### config.mk
export PLATFORM = sky130hd
export DESIGN_NAME = hsl_to_rgb_converter
export DESIGN_NICKNAME = d
export VERILOG_FILES = /design/src/hsl_pkg.sv /design/src/hsl_ramp.sv /design/src/hsl_lane.sv /design/src/hsl_to_rgb_converter.sv
export SDC_FILE = /design/constraint.sdc
export NUM_CORES = 2
export LEC_CHECK = 0
export BUFFER_PORTS_ARGS = -buffer_cell sky130_fd_sc_hd__buf_4
export CAP_MARGIN = 20
export CORE_ASPECT_RATIO = 1.4
export CORE_MARGIN = 4
export CORE_UTILIZATION = 45
export DETAILED_ROUTE_END_ITERATION = 12
export GPL_TIMING_DRIVEN = 1
export HOLD_SLACK_MARGIN = 0.15
export PLACE_DENSITY = 0.66
export SLEW_MARGIN = 25
export SYNTH_ARGS = -nofsm -noshare
export SYNTH_HDL_FRONTEND = slang
export SYNTH_SLANG_ARGS = --single-unit
### constraint.sdc
create_clock -name aclk -period 6 [get_ports aclk]
set_clock_uncertainty 0.2 [all_clocks]
set_input_delay 0.9 -clock aclk [delete_from_list [all_inputs] [get_ports aclk]]
set_output_delay 0.9 -clock aclk [all_outputs]
set_load 0.02 [all_outputs]
### src/hsl_pkg.sv
`default_nettype none

package hsl_pkg;

    // Hue sector bounds, in degrees
    localparam logic [8:0] HueGreen = 9'd120;
    localparam logic [8:0] HueBlue  = 9'd240;
    localparam logic [8:0] HueFull  = 9'd360;

    // A ramp of 0..RampMax stands for a weight of 0..1
    localparam int unsigned RampMax = 60;
    localparam int unsigned RampW   = 6;

    // Common denominator 255 * 60
    localparam logic [13:0] LevelDen = 14'd15300;

    localparam int unsigned ChromaW = 15;   // 2*S*r + 60*(255-S), at most 30600
    localparam int unsigned GreyW   = 14;   // 60*(255-S), at most 15300
    localparam int unsigned ScaleW  = 7;    // L, or 255-L, at most 127
    localparam int unsigned NumW    = 22;   // numerator, at most 255*15300

    // floor(n / 15300) == (n * LevelRecip) >> QuotShift for every n below 2^22
    localparam int unsigned RecipW     = 23;
    localparam logic [22:0] LevelRecip = 23'd4491470;
    localparam int unsigned QuotShift  = 36;
    localparam int unsigned ProdW      = NumW + RecipW;

    localparam int unsigned Lanes = 3;     // red, green, blue

    // Contents of the first pipeline register
    typedef struct packed {
        logic [15:0]                  pixel_index;
        logic                         index_ok;
        logic [Lanes-1:0][RampW-1:0]  ramp;      // [0] red, [1] green, [2] blue
        logic [7:0]                   sat;
        logic [GreyW-1:0]             grey;
        logic [ScaleW-1:0]            scale;
        logic [NumW-1:0]              offset;
    } ramp_stage_t;

    // Load enables of the lane stages
    typedef struct packed {
        logic chroma;
        logic numer;
        logic quot;
    } lane_en_t;

endpackage

`default_nettype wire

### src/hsl_ramp.sv
`default_nettype none

module hsl_ramp (
    input  wire                      aclk,
    input  wire                      en,
    input  wire  [15:0]              pixel_index,
    input  wire  [8:0]               hue_degrees,
    input  wire  [7:0]               saturation_level,
    input  wire  [7:0]               lightness_level,
    input  wire  [15:0]              pixel_count,
    output hsl_pkg::ramp_stage_t     stage_out
);

    // Clamp a signed ramp to 0..60
    function automatic logic [hsl_pkg::RampW-1:0] clamp_ramp(input logic signed [10:0] v);
        logic [hsl_pkg::RampW-1:0] res;
        if (v < 11'sd0) begin
            res = '0;
        end else if (v > 11'(hsl_pkg::RampMax)) begin
            res = hsl_pkg::RampW'(hsl_pkg::RampMax);
        end else begin
            res = v[hsl_pkg::RampW-1:0];
        end
        return res;
    endfunction

    logic signed [10:0]     hue_s;
    logic [8:0]             dbl_l;
    hsl_pkg::ramp_stage_t   stage_reg;
    hsl_pkg::ramp_stage_t   stage_next;

    assign hue_s = signed'({2'b00, hue_degrees});
    assign dbl_l = {lightness_level, 1'b0} - 9'd255;

    always_comb begin
        stage_next             = '0;
        stage_next.pixel_index = pixel_index;
        stage_next.index_ok    = (pixel_index < pixel_count);
        stage_next.sat         = saturation_level;
        stage_next.grey        = hsl_pkg::GreyW'(14'd60 * {6'd0, 8'd255 - saturation_level});

        if (hue_degrees < hsl_pkg::HueGreen) begin
            stage_next.ramp[0] = clamp_ramp(signed'({2'b00, hsl_pkg::HueGreen}) - hue_s);
            stage_next.ramp[1] = clamp_ramp(hue_s);
            stage_next.ramp[2] = '0;
        end else if (hue_degrees < hsl_pkg::HueBlue) begin
            stage_next.ramp[0] = '0;
            stage_next.ramp[1] = clamp_ramp(signed'({2'b00, hsl_pkg::HueBlue}) - hue_s);
            stage_next.ramp[2] = clamp_ramp(hue_s - signed'({2'b00, hsl_pkg::HueGreen}));
        end else begin
            // past 360 the blue ramp goes negative and clamps to zero
            stage_next.ramp[0] = clamp_ramp(hue_s - signed'({2'b00, hsl_pkg::HueBlue}));
            stage_next.ramp[1] = '0;
            stage_next.ramp[2] = clamp_ramp(signed'({2'b00, hsl_pkg::HueFull}) - hue_s);
        end

        // dark half scales; light half blends toward white
        if (lightness_level[7] == 1'b0) begin
            stage_next.scale  = lightness_level[6:0];
            stage_next.offset = '0;
        end else begin
            stage_next.scale  = 7'(8'd255 - lightness_level);
            stage_next.offset = hsl_pkg::NumW'({13'd0, dbl_l} * {8'd0, hsl_pkg::LevelDen});
        end
    end

    always_ff @(posedge aclk) begin
        if (en) begin
            stage_reg <= stage_next;
        end
    end

    assign stage_out = stage_reg;

endmodule

`default_nettype wire

### src/hsl_lane.sv
`default_nettype none

module hsl_lane (
    input  wire                              aclk,
    input  hsl_pkg::lane_en_t                en,
    input  wire  [hsl_pkg::RampW-1:0]        ramp,
    input  wire  [7:0]                       sat,
    input  wire  [hsl_pkg::GreyW-1:0]        grey,
    input  wire  [hsl_pkg::ScaleW-1:0]       scale,
    input  wire  [hsl_pkg::NumW-1:0]         offset,
    output logic [7:0]                       level
);

    logic [13:0]                 sat_ramp;
    logic [15:0]                 chroma_sum;
    logic [hsl_pkg::ChromaW-1:0] chroma_reg;
    logic [hsl_pkg::NumW:0]      numer_sum;
    logic [hsl_pkg::NumW-1:0]    numer_reg;
    logic [hsl_pkg::ProdW-1:0]   prod_next;
    logic [hsl_pkg::ProdW-1:0]   prod_reg;

    // chroma: 2*S*r + 60*(255-S)
    assign sat_ramp   = {6'd0, sat} * {8'd0, ramp};
    assign chroma_sum = {1'b0, sat_ramp, 1'b0} + {2'b00, grey};

    // numerator over 15300
    assign numer_sum = {1'b0, {15'd0, scale} * {7'd0, chroma_reg}} + {1'b0, offset};

    // divide by 15300 through the reciprocal
    assign prod_next = {{hsl_pkg::RecipW{1'b0}}, numer_reg}
                     * {{hsl_pkg::NumW{1'b0}}, hsl_pkg::LevelRecip};

    always_ff @(posedge aclk) begin
        if (en.chroma) begin
            chroma_reg <= chroma_sum[hsl_pkg::ChromaW-1:0];
        end
        if (en.numer) begin
            numer_reg <= numer_sum[hsl_pkg::NumW-1:0];
        end
        if (en.quot) begin
            prod_reg <= prod_next;
        end
    end

    assign level = prod_reg[hsl_pkg::QuotShift +: 8];

endmodule

`default_nettype wire

### src/hsl_to_rgb_converter.sv
// HSL to RGB pixel converter, 8 bits per channel.
//
// Input stream (s_): one request per pixel, hue in degrees, saturation and
// lightness. Output stream (m_): the pixel index unchanged, red, green and
// blue levels, and in m_tuser a flag that is set when the index lies below
// the configured strip length.
// cfg_wen / cfg_wdata write the strip length (pixel count); write it only
// while no request is in flight. A count of zero marks every index invalid.
//
// Throughput: one request per cycle while the receiver keeps m_tready high, set
// by the five-stage pipeline (ramps, chroma, numerator, reciprocal multiply,
// output register), each stage holding one multiplier per colour lane at most.
// An accepted request passes through these stages in order to m_tvalid.
// Reset (aresetn low, synchronous) empties the pipeline and sets the pixel
// count to one. When the receiver stalls, the output register holds its
// request and each stage holds once the stage after it is full; bubbles
// still close up, so s_tready stays high until all five stages are full.
`default_nettype none

module hsl_to_rgb_converter (
    input  wire         aclk,
    input  wire         aresetn,

    input  wire         cfg_wen,
    input  wire  [15:0] cfg_wdata,

    input  wire         s_tvalid,
    output logic        s_tready,
    // pixel_index [15:0], hue_degrees [24:16], saturation_level [32:25],
    // lightness_level [40:33], zero [47:41]
    input  wire  [47:0] s_tdata,

    output logic        m_tvalid,
    input  wire         m_tready,
    // out_index [15:0], red_level [23:16], green_level [31:24], blue_level [39:32]
    output logic [39:0] m_tdata,
    // index_ok [0]
    output logic        m_tuser
);

    logic [15:0]                pixel_count_reg;

    // stage valids: ramp, chroma, numerator, quotient, output
    logic                       v1_reg, v2_reg, v3_reg, v4_reg, v5_reg;
    logic                       rdy1, rdy2, rdy3, rdy4, rdy5;
    hsl_pkg::lane_en_t          lane_en;

    hsl_pkg::ramp_stage_t       st1;

    // side band carried alongside the lanes
    logic [15:0]                idx2_reg, idx3_reg, idx4_reg;
    logic                       ok2_reg, ok3_reg, ok4_reg;
    logic [hsl_pkg::ScaleW-1:0] scale2_reg;
    logic [hsl_pkg::NumW-1:0]   offset2_reg;

    logic [hsl_pkg::Lanes-1:0][7:0] lane_level;
    logic [39:0]                m_tdata_reg;
    logic                       m_tuser_reg;

    // A stage takes a new request when it is empty or its contents move on
    assign rdy5 = !v5_reg || m_tready;
    assign rdy4 = !v4_reg || rdy5;
    assign rdy3 = !v3_reg || rdy4;
    assign rdy2 = !v2_reg || rdy3;
    assign rdy1 = !v1_reg || rdy2;

    assign s_tready = rdy1;

    assign lane_en.chroma = rdy2;
    assign lane_en.numer  = rdy3;
    assign lane_en.quot   = rdy4;

    always_ff @(posedge aclk) begin
        if (!aresetn) begin
            pixel_count_reg <= 16'd1;
            v1_reg          <= 1'b0;
            v2_reg          <= 1'b0;
            v3_reg          <= 1'b0;
            v4_reg          <= 1'b0;
            v5_reg          <= 1'b0;
        end else begin
            if (cfg_wen) begin
                pixel_count_reg <= cfg_wdata;
            end
            if (rdy1) begin
                v1_reg <= s_tvalid;
            end
            if (rdy2) begin
                v2_reg <= v1_reg;
            end
            if (rdy3) begin
                v3_reg <= v2_reg;
            end
            if (rdy4) begin
                v4_reg <= v3_reg;
            end
            if (rdy5) begin
                v5_reg <= v4_reg;
            end
        end
    end

    // Stage 1: sector ramps, grey term, lightness scale and offset, index check
    hsl_ramp u_ramp (
        .aclk             (aclk),
        .en               (rdy1),
        .pixel_index      (s_tdata[15:0]),
        .hue_degrees      (s_tdata[24:16]),
        .saturation_level (s_tdata[32:25]),
        .lightness_level  (s_tdata[40:33]),
        .pixel_count      (pixel_count_reg),
        .stage_out        (st1)
    );

    // Advance the pass-through fields in step with the lanes
    always_ff @(posedge aclk) begin
        if (rdy2) begin
            idx2_reg    <= st1.pixel_index;
            ok2_reg     <= st1.index_ok;
            scale2_reg  <= st1.scale;
            offset2_reg <= st1.offset;
        end
        if (rdy3) begin
            idx3_reg <= idx2_reg;
            ok3_reg  <= ok2_reg;
        end
        if (rdy4) begin
            idx4_reg <= idx3_reg;
            ok4_reg  <= ok3_reg;
        end
    end

    // Stages 2 to 4: one lane per colour
    for (genvar g = 0; g < hsl_pkg::Lanes; g++) begin : g_lane
        hsl_lane u_lane (
            .aclk   (aclk),
            .en     (lane_en),
            .ramp   (st1.ramp[g]),
            .sat    (st1.sat),
            .grey   (st1.grey),
            .scale  (scale2_reg),
            .offset (offset2_reg),
            .level  (lane_level[g])
        );
    end

    // Stage 5: output register, held while the receiver stalls
    always_ff @(posedge aclk) begin
        if (rdy5) begin
            m_tdata_reg <= {lane_level[2], lane_level[1], lane_level[0], idx4_reg};
            m_tuser_reg <= ok4_reg;
        end
    end

    assign m_tvalid = v5_reg;
    assign m_tdata  = m_tdata_reg;
    assign m_tuser  = m_tuser_reg;

endmodule

`default_nettype wire
==> impl_metrics.tcl <==
set metrics [dict create \
    status "finished with violations" \
    violations "setup timing" \
    hold_class "flop to flop" \
    synth_top_family_by_area "adder cells" \
    dr.pass1.iters 5 \
    cts_tree "built" \
    grt_max_degree 81 \
    synth_nets 6245 \
    cts_sinks 351 \
    syn_to_final_growth_pct 14.6 \
    std_cell_rows 142 \
    yosys.area_share.adder_pct 50.2 \
    wl_per_cell_um 16.3 \
    layout_commonest_cell "inv_1" \
    synthFlopType "edfxtp_1" \
    crit_top_cell "ha_4" \
    antenna_found_initial 0 \
    crit_start "g_lane[1].u_lane.numer_reg[11]$_DFFE_PP_" \
    clkSlewWorstSetupHoldPaths_ns 0.06 \
    cp_slowest_stage_delay_ns 0.57 \
    yosys.area_share.simple_pct 9.65 \
    path_cells "buf_6, ha_4, buf_6, fa_1, fa_2, ha_4, ha_4, inv_2, fa_1, fa_1, inv_2, ha_4, nand2_4, o211ai_1, a31oi_2, a2111oi_4, buf_4, o211ai_1, buf_4, a21oi_4, or2_4, nor4b_2, a211o_1" \
    vias_per_cell 5.05 \
    reg2reg_depth 23 \
    r2r-start "g_lane[1].u_lane.numer_reg[11]$_DFFE_PP_" \
    rrSetupSlack_ns -0.11 \
    fin_ws_ns -0.107 \
    yosys.area_share.xor_xnor_pct 2.94 \
    die_w_um 287 \
    die-height_um 398 \
    critPathTopFamily "adder cells" \
    start_kind "flop" \
    dp_slack_ns -0.467 \
    synth.area.top_cells "fa_1 (28%), ha_1 (23%), edfxtp_1 (20%)" \
    grt_use_total_pct 18.8 \
    num-fill-cells 9462 \
    gr-total-overflow 0 \
    crit_type "flop to flop" \
    yosys_warnings 0 \
    cp.arrival_ns 6.24 \
    grt_pass1_vias 35300 \
    drive_gt1_share_pct 12.8 \
    critPathSlowestCell "fa_2" \
    dieArea_um2 114000 \
    netlist_area_um2 48900 \
    syn-instance-count 4617 \
    worstPathRequired_ns 6.13 \
    synth.distinct_cells 73 \
    ys_ff_latch 351 \
    grt_first_pass_wirelength_mm 175 \
    finalCriticalPeriod_ns 6.11 \
    rsz0062_at_grt "true" \
    drtIter0Drc 1157 \
    cp.depth 23 \
    insertion_delay_ns 0.63 \
    worst_pin_slew_ns 0.901 \
    wirelength_mm 105 \
    synth_compound_area_share_pct 7.46 \
    finalSetupViolCount 5 \
    yosys.area.top_type "fa_1" \
    max-slew-margin-rel_pct 39.9 \
    synth_edf_count 330 \
    finalHoldViolations 0 \
    cap_violations 0 \
    numCtsBuffers 41 \
    post-route-period-util_pct 102 \
    vias 32600 \
    slew_viol_final 0 \
    clock_path_buffers 3 \
    avgSynthCellArea_um2 10.6 \
    ys_async_sr_fraction_pct 0 \
    io_pins 112 \
    largest_reg_flops 82 \
    final_cell_mix "inv_1 (977), ha_1 (819), fa_1 (652)" \
    initial_utilization_pct 45.5 \
    nets 6604 \
    port_buffers 104 \
    endpoint_kind "flop" \
    crit_buf_inv 6 \
    routabilityCongestion 0.906 \
    fmax_mhz 164 \
    htree_levels 2 \
    drc 0 \
    core_um2 107000 \
    root_buffer "clkbuf_16" \
    ys_seq_area_share_pct 21.1 \
    worstPathMaxFanout 4 \
    synthMuxAreaShare_pct 0.369 \
    r2r_end "g_lane[1].u_lane.prod_reg[41]$_DFFE_PP_" \
    synth_top_cell_area_share_pct 27.5 \
    place_hpwl_mm 88.9 \
    critPathCapture "g_lane[1].u_lane.prod_reg[41]$_DFFE_PP_" \
    antenna-diode-count 0 \
    drtAntennaViolNets 0 \
]
-- cell families after synthesis --
logic type | after synthesis
adders and majority gates | 1559
DFF | 351
xor gates and xnor gates | 164
muxes | 18
AOI/OAI and AO/OA | 557
and+or+nand+nor | 902
buffers and inverters | 1066
-- routing by layer --
layer / up-vias / part of all wire, % / track usage (%)
li1: 15800 / - / -
met1: 16100 / 40 / 21.9
met4: 0 / 3.5 / 5.75
met3: 186 / 2.6 / 1.75
met2: 470 / 54 / 36.3
met5: - / 0 / 0
-- Yosys cell counts, types with 6 or more instances --
cell / n
inv_1: 1009
nor2_1: 119
nand3_1: 44
a211oi_1: 17
dfxtp_1: 21
xnor2_1: 117
mux2i_1: 18
or2_2: 8
and3_1: 14
o211ai_1: 15
nor4_1: 10
o31ai_1: 10
nor2b_1: 52
o21ai_0: 95
and4_1: 6
a21boi_0: 8
o311a_1: 6
nand4_1: 23
o21bai_1: 25
clkbuf_1: 53
xor2_1: 47
or3_1: 10
ha_1: 887
a31oi_1: 20
fa_1: 672
nor3_1: 38
nand2_1: 237
a21o_1: 103
nand2b_1: 18
o21a_1: 38
a21oi_1: 151
o31a_1: 7
and2_1: 302
edfxtp_1: 330
-- cell type report --
type	instances	area, µm²	area share [%]
Sequential cell	351	10300	18.4
Inverter	1009	3790	6.77
Tap cell	1440	1800	3.22
Clock inverter	26	304	0.543
Multi-Input combinational cell	3200	35800	63.9
Clock buffer	50	1080	1.93
Timing Repair Buffer	373	2930	5.23
-- worst reg2reg max path: cells and delay by family (launching register included) --
| kind | cells | cell delay [ns] |
|---|---|---|
| AO/OA/AOI/OAI | 6 | 1.22 |
| adder cells (fa/ha/maj) | 8 | 3.05 |
| buffers and inverters | 6 | 0.69 |
| flip-flops | 1 | 0.42 |
| AND/OR/NAND/NOR | 3 | 0.26 |
-- through the flow --
stage          std cells  hold slack [ns]  cell area, µm²  utilization (%)  setup TNS (ns)
4_1_cts             6431            0.215           55100             51.3          -0.364
5_1_grt             6449            0.218           56000             52.1           -2.01
2_1_floorplan       4617            0.200           48900                -               0
3_3_place_gp        6326            0.200           53000             49.3           -2.76
6_report            6449            0.213           56000             52.1          -0.297
3_5_place_dp        6326            0.205           53000             49.3           -3.37
-- worst min-delay path by stage --
stage                                                  startpoint                      to  cells past startpoint
after CTS                                   idx4_reg[1]$_DFFE_PP_    m_tdata[1]$_DFFE_PP_                      0
final                                       idx4_reg[1]$_DFFE_PP_    m_tdata[1]$_DFFE_PP_                      0
after floorplan                    u_ramp.stage_out[70]$_DFFE_PP_   idx2_reg[0]$_DFFE_PP_                      0
after detailed placement           u_ramp.stage_out[83]$_DFFE_PP_  idx2_reg[13]$_DFFE_PP_                      0
after global routing                        idx3_reg[7]$_DFFE_PP_   idx4_reg[7]$_DFFE_PP_                      0
after global placement    g_lane[1].u_lane.prod_reg[36]$_DFFE_PP_   m_tdata[24]$_DFFE_PP_                      0
-- what timing repair did --
action	4_1_cts	5_1_grt
setup endpoints to repair	19	22
resized for setup	73	136
buffers inserted	29	20
hold buffers	0	0
pin swaps	77	117
Power is not shown: default switching activity piles up to over one toggle a cycle in this logic, so the estimate is an artifact.
